[src/hw/rtl/u8d_pkg.sv]
// Shared types and constants for the UTF-8 code point decoder.
// No dependencies; every other file of the block imports this package.
package u8d_pkg;

  localparam int unsigned CpWidth  = 21;
  localparam int unsigned CntWidth = 3;   // up to four results for one byte

  localparam logic [CpWidth-1:0] QMark = CpWidth'(63);

  typedef struct packed {
    logic [7:0] byte_value;
    logic       final_byte;
  } u8d_in_t;

  typedef struct packed {
    logic [CpWidth-1:0] code_point;
    logic               run_last;
    logic               string_last;
  } u8d_out_t;

  // Results of one byte: (cnt - 1) question marks, then last_cp.
  typedef struct packed {
    logic [CntWidth-1:0] cnt;
    logic [CpWidth-1:0]  last_cp;
    logic                fin;
  } u8d_run_t;

  typedef struct packed {
    logic [1:0] bytes_needed;
    logic [1:0] bytes_seen;
  } u8d_stat_t;

endpackage

[src/hw/rtl/u8d_decode.sv]
// Sequence state registers and combinational byte decode.
// Depends on u8d_pkg; feeds a result run to u8d_emit.
module u8d_decode import u8d_pkg::*; (
  input  logic      clk_i,
  input  logic      rst_ni,
  input  u8d_in_t   in_data_i,
  input  logic      in_fire_i,
  output u8d_run_t  run_o,
  output u8d_stat_t stat_o
);

  logic [CpWidth-1:0] partial_q, partial_d;
  logic [1:0]         needed_q, needed_d;
  logic [1:0]         seen_q, seen_d;

  logic [7:0]         b;
  logic               fin;
  logic               cont;
  logic               fresh;
  logic [1:0]         qcnt;
  logic               extra;
  logic [CpWidth-1:0] joined;
  logic [1:0]         nn;
  logic [1:0]         ns;

  always_comb begin
    b      = in_data_i.byte_value;
    fin    = in_data_i.final_byte;
    cont   = (b[7:6] == 2'b10);
    joined = {partial_q[CpWidth-7:0], b[5:0]};
    nn     = needed_q - 2'd1;
    ns     = seen_q + 2'd1;

    partial_d     = partial_q;
    needed_d      = needed_q;
    seen_d        = seen_q;
    fresh         = 1'b1;
    qcnt          = 2'd0;
    extra         = 1'b0;
    run_o.last_cp = QMark;

    if (needed_q != 2'd0) begin
      if (cont) begin
        fresh = 1'b0;
        if (nn == 2'd0) begin
          extra         = 1'b1;
          run_o.last_cp = joined;
          partial_d     = '0;
          needed_d      = 2'd0;
          seen_d        = 2'd0;
        end else if (fin) begin
          // early end: one mark per buffered byte, this one included
          qcnt      = ns;
          partial_d = '0;
          needed_d  = 2'd0;
          seen_d    = 2'd0;
        end else begin
          partial_d = joined;
          needed_d  = nn;
          seen_d    = ns;
        end
      end else begin
        // broken sequence: flush, then decode this byte afresh
        qcnt      = seen_q;
        partial_d = '0;
        needed_d  = 2'd0;
        seen_d    = 2'd0;
      end
    end

    if (fresh) begin
      if (b[7] == 1'b0) begin
        extra         = 1'b1;
        run_o.last_cp = CpWidth'(b);
      end else if (b[7:5] == 3'b110 || b[7:4] == 4'b1110 || b[7:3] == 5'b11110) begin
        if (fin) begin
          // lead byte that ends the string
          extra     = 1'b1;
          partial_d = '0;
          needed_d  = 2'd0;
          seen_d    = 2'd0;
        end else begin
          seen_d = 2'd1;
          if (b[7:5] == 3'b110) begin
            partial_d = CpWidth'(b[4:0]);
            needed_d  = 2'd1;
          end else if (b[7:4] == 4'b1110) begin
            partial_d = CpWidth'(b[3:0]);
            needed_d  = 2'd2;
          end else begin
            partial_d = CpWidth'(b[2:0]);
            needed_d  = 2'd3;
          end
        end
      end else begin
        extra = 1'b1;
      end
    end

    run_o.cnt = CntWidth'(qcnt) + CntWidth'(extra);
    run_o.fin = fin;
  end

  always_ff @(posedge clk_i or negedge rst_ni) begin
    if (!rst_ni) begin
      partial_q <= '0;
      needed_q  <= 2'd0;
      seen_q    <= 2'd0;
    end else if (in_fire_i) begin
      partial_q <= partial_d;
      needed_q  <= needed_d;
      seen_q    <= seen_d;
    end
  end

  assign stat_o.bytes_needed = needed_q;
  assign stat_o.bytes_seen   = seen_q;

endmodule

[src/hw/rtl/u8d_emit.sv]
// Result register: holds a byte's run, plays it out one item a cycle while ready.
// Depends on u8d_pkg; loaded by u8d_decode through the top level.
module u8d_emit import u8d_pkg::*; (
  input  logic     clk_i,
  input  logic     rst_ni,
  input  logic     in_fire_i,
  input  u8d_run_t run_i,
  input  logic     out_ready_i,
  output logic     out_valid_o,
  output u8d_out_t out_data_o,
  output logic     load_ready_o
);

  logic [CntWidth-1:0] cnt_q, cnt_d;
  logic [CpWidth-1:0]  last_q;
  logic                fin_q;
  logic                is_last;
  logic                out_fire;

  assign out_valid_o = (cnt_q != '0);
  assign is_last     = (cnt_q == CntWidth'(1));
  assign out_fire    = out_valid_o && out_ready_i;

  // take a new run when empty or when the final item leaves this cycle
  assign load_ready_o = (cnt_q == '0) || (is_last && out_ready_i);

  assign out_data_o.code_point  = is_last ? last_q : QMark;
  assign out_data_o.run_last    = is_last;
  assign out_data_o.string_last = is_last && fin_q;

  always_comb begin
    cnt_d = cnt_q;
    if (in_fire_i) begin
      cnt_d = run_i.cnt;
    end else if (out_fire) begin
      cnt_d = cnt_q - CntWidth'(1);
    end
  end

  always_ff @(posedge clk_i or negedge rst_ni) begin
    if (!rst_ni) begin
      cnt_q <= '0;
    end else begin
      cnt_q <= cnt_d;
    end
  end

  always_ff @(posedge clk_i) begin
    if (in_fire_i) begin
      last_q <= run_i.last_cp;
      fin_q  <= run_i.fin;
    end
  end

endmodule

[src/hw/rtl/utf8_codepoint_decoder_unit.sv]
// Top level of the UTF-8 code point decoder: byte decode plus result register.
// Depends on u8d_pkg, u8d_decode and u8d_emit.
//
//   channel   signals                          payload
//   input     in_valid_i / in_ready_o          in_data_i  (u8d_in_t)
//   output    out_valid_o / out_ready_i        out_data_o (u8d_out_t)
//
// One byte is taken per cycle while in_ready_o is high; its results appear
// from the next cycle on, one per cycle while out_ready_i is high. A byte
// giving k results (0 to 4) holds the input while more than one is left in
// the result register; with one left, input ready follows out_ready_i
// combinationally. Reset clears the sequence state and the result register.
module utf8_codepoint_decoder_unit import u8d_pkg::*; (
  input  logic     clk_i,
  input  logic     rst_ni,
  input  logic     in_valid_i,
  output logic     in_ready_o,
  input  u8d_in_t  in_data_i,
  output logic     out_valid_o,
  input  logic     out_ready_i,
  output u8d_out_t out_data_o
);

  logic      in_fire;
  u8d_run_t  run;
  u8d_stat_t stat;

  assign in_fire = in_valid_i && in_ready_o;

  u8d_decode u_decode (
    .clk_i     (clk_i),
    .rst_ni    (rst_ni),
    .in_data_i (in_data_i),
    .in_fire_i (in_fire),
    .run_o     (run),
    .stat_o    (stat)
  );

  u8d_emit u_emit (
    .clk_i        (clk_i),
    .rst_ni       (rst_ni),
    .in_fire_i    (in_fire),
    .run_i        (run),
    .out_ready_i  (out_ready_i),
    .out_valid_o  (out_valid_o),
    .out_data_o   (out_data_o),
    .load_ready_o (in_ready_o)
  );

  // a final byte always yields at least one result
  assert property (@(posedge clk_i) disable iff (!rst_ni)
    in_fire && in_data_i.final_byte |=> out_valid_o)
    else $error("final byte produced no result");

  // the string state is cleared after a final byte
  assert property (@(posedge clk_i) disable iff (!rst_ni)
    in_fire && in_data_i.final_byte |=> stat.bytes_needed == 2'd0 && stat.bytes_seen == 2'd0)
    else $error("sequence state left open after final byte");

  // all but the last result of a run are question marks
  assert property (@(posedge clk_i) disable iff (!rst_ni)
    out_valid_o && !out_data_o.run_last |-> out_data_o.code_point == QMark)
    else $error("non-final run item is not a question mark");

  // a result that is not the last of its run is followed by more
  assert property (@(posedge clk_i) disable iff (!rst_ni)
    out_valid_o && out_ready_i && !out_data_o.run_last |=> out_valid_o)
    else $error("run ended early");

endmodule

[config.mk]
export PLATFORM = sky130hd
export DESIGN_NAME = utf8_codepoint_decoder_unit
export DESIGN_NICKNAME = d
export VERILOG_FILES = /design/src/hw/rtl/u8d_pkg.sv /design/src/hw/rtl/u8d_decode.sv /design/src/hw/rtl/u8d_emit.sv /design/src/hw/rtl/utf8_codepoint_decoder_unit.sv
export SDC_FILE = /design/constraint.sdc
export NUM_CORES = 1
export LEC_CHECK = 0
export BUFFER_PORTS_ARGS = -buffer_cell sky130_fd_sc_hd__buf_2
export CAP_MARGIN = 15
export CORE_AREA = 2 2 92 76
export CTS_CLUSTER_DIAMETER = 40
export DETAILED_ROUTE_END_ITERATION = 12
export DIE_AREA = 0 0 94 78
export GPL_TIMING_DRIVEN = 0
export RECOVER_POWER = 25
export SETUP_SLACK_MARGIN = 0.15
export SLEW_MARGIN = 20
export SYNTH_ARGS = -nofsm -noshare
export SYNTH_HDL_FRONTEND = slang
export SYNTH_SLANG_ARGS = --single-unit
[constraint.sdc]
create_clock -name clk_i -period 2.32 [get_ports clk_i]
set_clock_uncertainty 0.05 [all_clocks]
set_input_delay 0.58 -clock clk_i [delete_from_list [all_inputs] [get_ports clk_i]]
set_output_delay 0.58 -clock clk_i [all_outputs]
set_load 0.02 [all_outputs]
# After elaboration in Yosys (flattened, before gate mapping)
# Index checks and enable logic that the tools add are counted.
[totals]
romBits = 0
input_bits = 13
register_bits = 50
latchBits = 0
mem_bits_rw = 0
word_cells = 76
mem_count = 0
out_inout_bits = 25
[op_classes]
eq_ne = 5
div_mod_pow = 0
magnitude_cmp = 0
add_sub_neg = 4
muxes = 49
mul = 0
shifts = 0
n_reduce_logical = 12
bitwise_logic = 0
[ops]
columns = ["op", "n"]
rows = [
  ["2-to-1 mux 21 bit", 15],
  ["2-to-1 mux 2 bit", 20],
  ["2-to-1 mux 1 bit", 11],
  ["2-to-1 mux 3 bit", 2],
  ["== test 5 bit (second input constant)", 1],
  ["== test 4 bit (second input constant)", 1],
  ["logical AND 1 bit", 4],
  ["2-to-1 mux 4 bit", 1],
  ["nonzero test 2 bit", 2],
  ["adder 2 x 1 -> 3 bit", 1],
  ["== test 3 x 1 -> 1 bit (second input constant)", 1],
  ["== test 3 bit (second input constant)", 1],
  ["zero test 3 bit", 1],
  ["logical OR 1 bit", 3],
  ["nonzero test 3 bit", 1],
  ["subtractor 3 x 1 -> 3 bit (second input constant)", 1],
  ["adder 2 x 1 -> 2 bit (second input constant)", 1],
  ["== test 2 bit (second input constant)", 1],
  ["zero test 2 bit", 1],
  ["subtractor 2 x 1 -> 2 bit (second input constant)", 1],
]

# Depth between registers and ports, before layout
[depth]
depth_word = 11
mapped_depth = 9
mapped_depth_nobuf = 8

# By module
# A second synthesis with hierarchy kept.
[unflattened]
hier_cells = 189
hier_area_um2 = 2195.9
[modules_own_cells]
columns = ["module", "seq_area_each_um2", "area_per_inst_um2", "cells_each", "n_inst"]
rows = [
  ["u8d_decode", 475.5, 1138.6, 114, 1],
  ["u8d_emit", 735.7, 1051.0, 74, 1],
  ["utf8_codepoint_decoder_unit", 0.0, 6.3, 1, 1],
]

# Worst setup path after synthesis
# No wires, ideal clock.
[synth_timing]
path_kind = "register -> register"
startpoint = "register u_decode.needed_q[0]"
endpoint = "register u_emit.cnt_q[2]"
required_time_ps = 2149
period_less_slack_ps = 2387
n_path_buf = 1
path_slack_ps = -67
t_arrival_ps = 2216
path_stages_with_launch = 10
cell_sequence = "dfrtp_1 inv_1 ha_1 buf_2 or4b_1 o21a_1 ha_1 ha_1 mux2_1 a22o_1"
[synth_between]
elab_chain_cells = 11
word_cells_on_any_way = 16
cone_classes = "add/sub: 2; mux: 12; reduce/logical: 2"
[synth_lines]
columns = ["item", "line_no", "rtl"]
rows = [
  ["start: declaration", "u8d_decode.sv:13", "logic [1:0] needed_q, needed_d;"],
  ["start signal: assignment", "u8d_decode.sv:111", "needed_q <= needed_d;"],
  ["subtractor 2 x 1 -> 2 bit", "u8d_decode.sv:31", "nn = needed_q - 2'd1;"],
  ["zero test 2 bit", "u8d_decode.sv:45", "if (nn == 2'd0) begin"],
  ["2-to-1 mux 1 bit", "u8d_decode.sv:45", ""],
  ["2-to-1 mux 1 bit", "u8d_decode.sv:43", "if (cont) begin"],
  ["2-to-1 mux 1 bit", "u8d_decode.sv:42", "if (needed_q != 2'd0) begin"],
  ["2-to-1 mux 1 bit", "u8d_decode.sv:76", "if (fin) begin"],
  ["2-to-1 mux 1 bit", "u8d_decode.sv:75", "end else if (b[7:5] == 3'b110 || b[7:4] == 4'b1110 || b[7:3] == 5'b11110) begin"],
  ["2-to-1 mux 1 bit", "u8d_decode.sv:72", "if (b[7] == 1'b0) begin"],
  ["2-to-1 mux 1 bit", "u8d_decode.sv:71", "if (fresh) begin"],
  ["adder 2 x 1 -> 3 bit *", "u8d_decode.sv:100", "run_o.cnt = CntWidth'(qcnt) + CntWidth'(extra);"],
  ["2-to-1 mux 3 bit *", "u8d_emit.sv:33", "if (in_fire_i) begin"],
  ["end signal: assignment", "u8d_emit.sv:44", "cnt_q <= cnt_d;"],
  ["end: declaration", "u8d_emit.sv:14", "logic [CntWidth-1:0] cnt_q, cnt_d;"],
]
# Mark *: on every way between the ends. The rest lies on a longest branch, timed or not.
# A chain may end at the register's enable or synchronous reset.

# Final worst setup path
# Ends and elaborated chain as after synthesis.

==> run metrics <==
run status=finished clean; Worst Path Buf+Inv=2; Area after DPL=2500 um^2; DR vias/cell=4.83; CTS H-tree lvls=2; Routed Wire Length=4.67 mm; number of cells on the critical path=9; Synth Area in Compound Gates=0.139; first-pass GRT wire length=7.62 mm; CP Capture Point=u_emit.cnt_q[2]$_DFFE_PN0P_; Avg WL per Cell=14.2 um; # diodes=0; Worst EP required=2.46 ns; pwr dens=1120 nW/um^2; final hold vios=0; Yosys cell types=35; Slew HR=0.201; die span in y=78 um; min-delay worst type=input port to asynchronous set/reset pin; Clock Latency Late Sink=0.30 ns; All-Layer GR Usage=0.136; I/O Buffers=35; net count reported at finish=264; die area=7330 um^2; GPL Wtd Cong=0.772; fin crit share=0.977; Critical Setup Path Class=register to register; RSZ-0062 raised after global routing=true; Fmax=441 MHz; XOR/XNOR Fraction of Synth Area=0; vias in the first global route=1549; Die Width=94 um; Sink Count=44; commonest cells in the synthesized netlist=and2_1, dfrtp_1, edfxtp_1; Area Overhead vs Synth=34.2%; Worst path top cell family by delay=simple AND/OR/NAND/NOR gates; arrival time of the worst setup path=2.41 ns; DR pass1 iterations=4; reg2reg end=u_emit.cnt_q[2]$_DFFE_PN0P_; CP Launch Type=register; Worst Reg2Reg Path Length in Cells=9; CTS buffer count=5; main combinational cell family by area after synthesis=simple AND/OR/NAND/NOR gates; layout cells sized above 1=0.396; via count=1589; Finished Layout Cells=329; Pleak=1.25 nW; CTS tree=done; Synth Register Bits=44; number of antenna violations at the first check in global routing=0; post-detailed-route count of antenna-violating nets=0; Worst setup startpoint=u_decode.needed_q[0]$_DFFE_PN0N_; max incr delay on CP=0.51 ns; maximum VDD drop=504 uV; TNS Setup=0 ns; row count=26; HPWL after DPL=3.03 mm; R2R setup slack=0.05 ns; Crit Path Max Fanout=3; clock root cell=clkbuf_8; initial core utilization=0.343; Synth Cell Area=2170 um^2; clock-pin slew on the worst setup and hold paths=0.09 ns; DR iter-0 viols=43; I/O pins=38; asr flop ratio synth=0.500; Post-Syn Instances=191; Post-synth EDFFs=22; Cell Chain, Critical Path=inv_1 > ha_2 > buf_6 > or4b_4 > o21a_1 > ha_2 > ha_4 > mux2_4 > a22o_1; FF-to-FF Start=u_decode.needed_q[0]$_DFFE_PN0N_; max_cap viols=0; Final setup viols=0; mux cell area share after synthesis=0.0104; hold buffer count at CTS=0; most common cell in the netlist=and2_1; gr ovfl total=0; yosys warns=0; Synth Flop Type=edfxtp_1; final instance area=2920 um^2; CORE AREA=6340 um^2; CP dominant cell by count=ha_2; sequential-to-total area share from yosys stat=0.557; Clock Path Buffers=2; Adder-Cell Fraction of Synth Area=0.0403; Final Util=0.460; net count after synthesis=211; syn avg cell area=11.4 um^2; Fin Hold WS=0.447 ns; top post-synthesis cells by area=edfxtp_1, dfrtp_1, and2_1; Final min period=2.27 ns; top cell type's share of synthesized area=0.304; Post-route DRC=0; CP endpoint kind=register; Post-Synth Simple-Gate Area=0.206; largest net degree at the start of global routing=23; Slowest cell on crit path=or4b_4; Slew Limit Fails=0; largest area contributor in the netlist=edfxtp_1; dpl cells=310; Worst-Margin Slew=1.20 ns
metal layers:
| layer | share of wire | up-vias | track usage | wire, um |
|---|---|---|---|---|
| li1 | - | 775 | - | - |
| met1 | 0.49 | 763 | 0.186 | 2290 |
| met2 | 0.46 | 39 | 0.212 | 2130 |
| met3 | 0.033 | 12 | 0.0320 | 152 |
| met4 | 0.020 | 0 | 0.0435 | 95 |
| met5 | 0 | - | 0 | 0 |
cell usage in the layout, fill, tap and decap left out, types with 3 or more instances in the layout:
cell and n:
a22o_1 17, inv_1 5, clkbuf_1 3, buf_2 15, and2_4 16, and2_1 14, o21ai_1 3, o2bb2ai_1 3
nand2_1 11, buf_6 24, buf_4 10, nor2_1 6, dfrtp_1 22, clkbuf_8 8, ha_2 3, o21ai_0 5
edfxtp_1 22, nor3_1 3, nand2b_1 12
cell families (layout without fill, tap and decap cells):
group	after synthesis	in the layout
adders and majority gates	7	7
muxes	2	2
AOI/OAI and AO/OA	40	40
buffers and inverters	20	74
DFF	44	44
and+or+nand+nor	78	78
cell type report:
class / count / area, um^2
plain buffers: 11 / 110
flip-flops and latches: 44 / 1210
repair buffers: 46 / 394
clock buffers: 6 / 72.6
inverters: 9 / 35.0
multi-input cells: 127 / 976
fillers: 608 / 3430
clock inverters: 2 / 12.5
well taps: 84 / 105
sequential cells by signal, summed over array words and instances (netlist names):
register            flops
u_emit.last_q          21
u_decode.partial_q     15
u_emit.cnt_q            3
u_decode.needed_q       2
u_decode.seen_q         2
u_emit.fin_q            1
worst reg2reg max path, delay by kind of cell (launching register included):
| family | cells | cell delay, ns |
|---|---|---|
| and+or+nand+nor | 1 | 0.51 |
| adders and majority gates | 3 | 0.50 |
| DFF | 1 | 0.39 |
| AOI/OAI and AO/OA | 2 | 0.29 |
| muxes | 1 | 0.25 |
| buffers and inverters | 2 | 0.17 |
where the power goes:
group	total, mW	switching (mW)	internal [mW]	leakage, nW
combinational	1.66	0.800	0.857	0.704
clock	0.479	0.269	0.211	0.0412
sequential	1.13	0.110	1.02	0.501
total	3.26	1.18	2.08	1.25
what timing repair did:
action / CTS / global route
gates cloned: 2 / 0
pin swaps: 19 / 3
buffers inserted: 9 / 0
resized for setup: 68 / 12
setup endpoints to repair: 26 / 63
stage by stage:
step / setup WS (ns) / power [mW]
6_report: 0.0525 / 3.26
5_1_grt: -0.0133 / 3.47
4_1_cts: 0.0519 / 3.23
3_5_place_dp: -0.164 / 2.27
3_3_place_gp: -0.141 / 2.25
2_1_floorplan: 0.0478 / 1.93
worst min-delay path by stage:
| stage | from | to |
|---|---|---|
| after floorplan | rst_ni | u_decode.needed_q[0]$_DFFE_PN0N_ |
| after global placement | u_decode.partial_q[9]$_DFFE_PN0N_ | u_decode.partial_q[9]$_DFFE_PN0N_ |
| after detailed placement | u_decode.partial_q[12]$_DFFE_PN0N_ | u_decode.partial_q[12]$_DFFE_PN0N_ |
| after CTS | rst_ni | u_emit.cnt_q[1]$_DFFE_PN0P_ |
| after global routing | in_data_i[3] | u_decode.partial_q[2]$_DFFE_PN0N_ |
| final | rst_ni | u_emit.cnt_q[0]$_DFFE_PN0P_ |
Power figures use the tool's default switching activity.
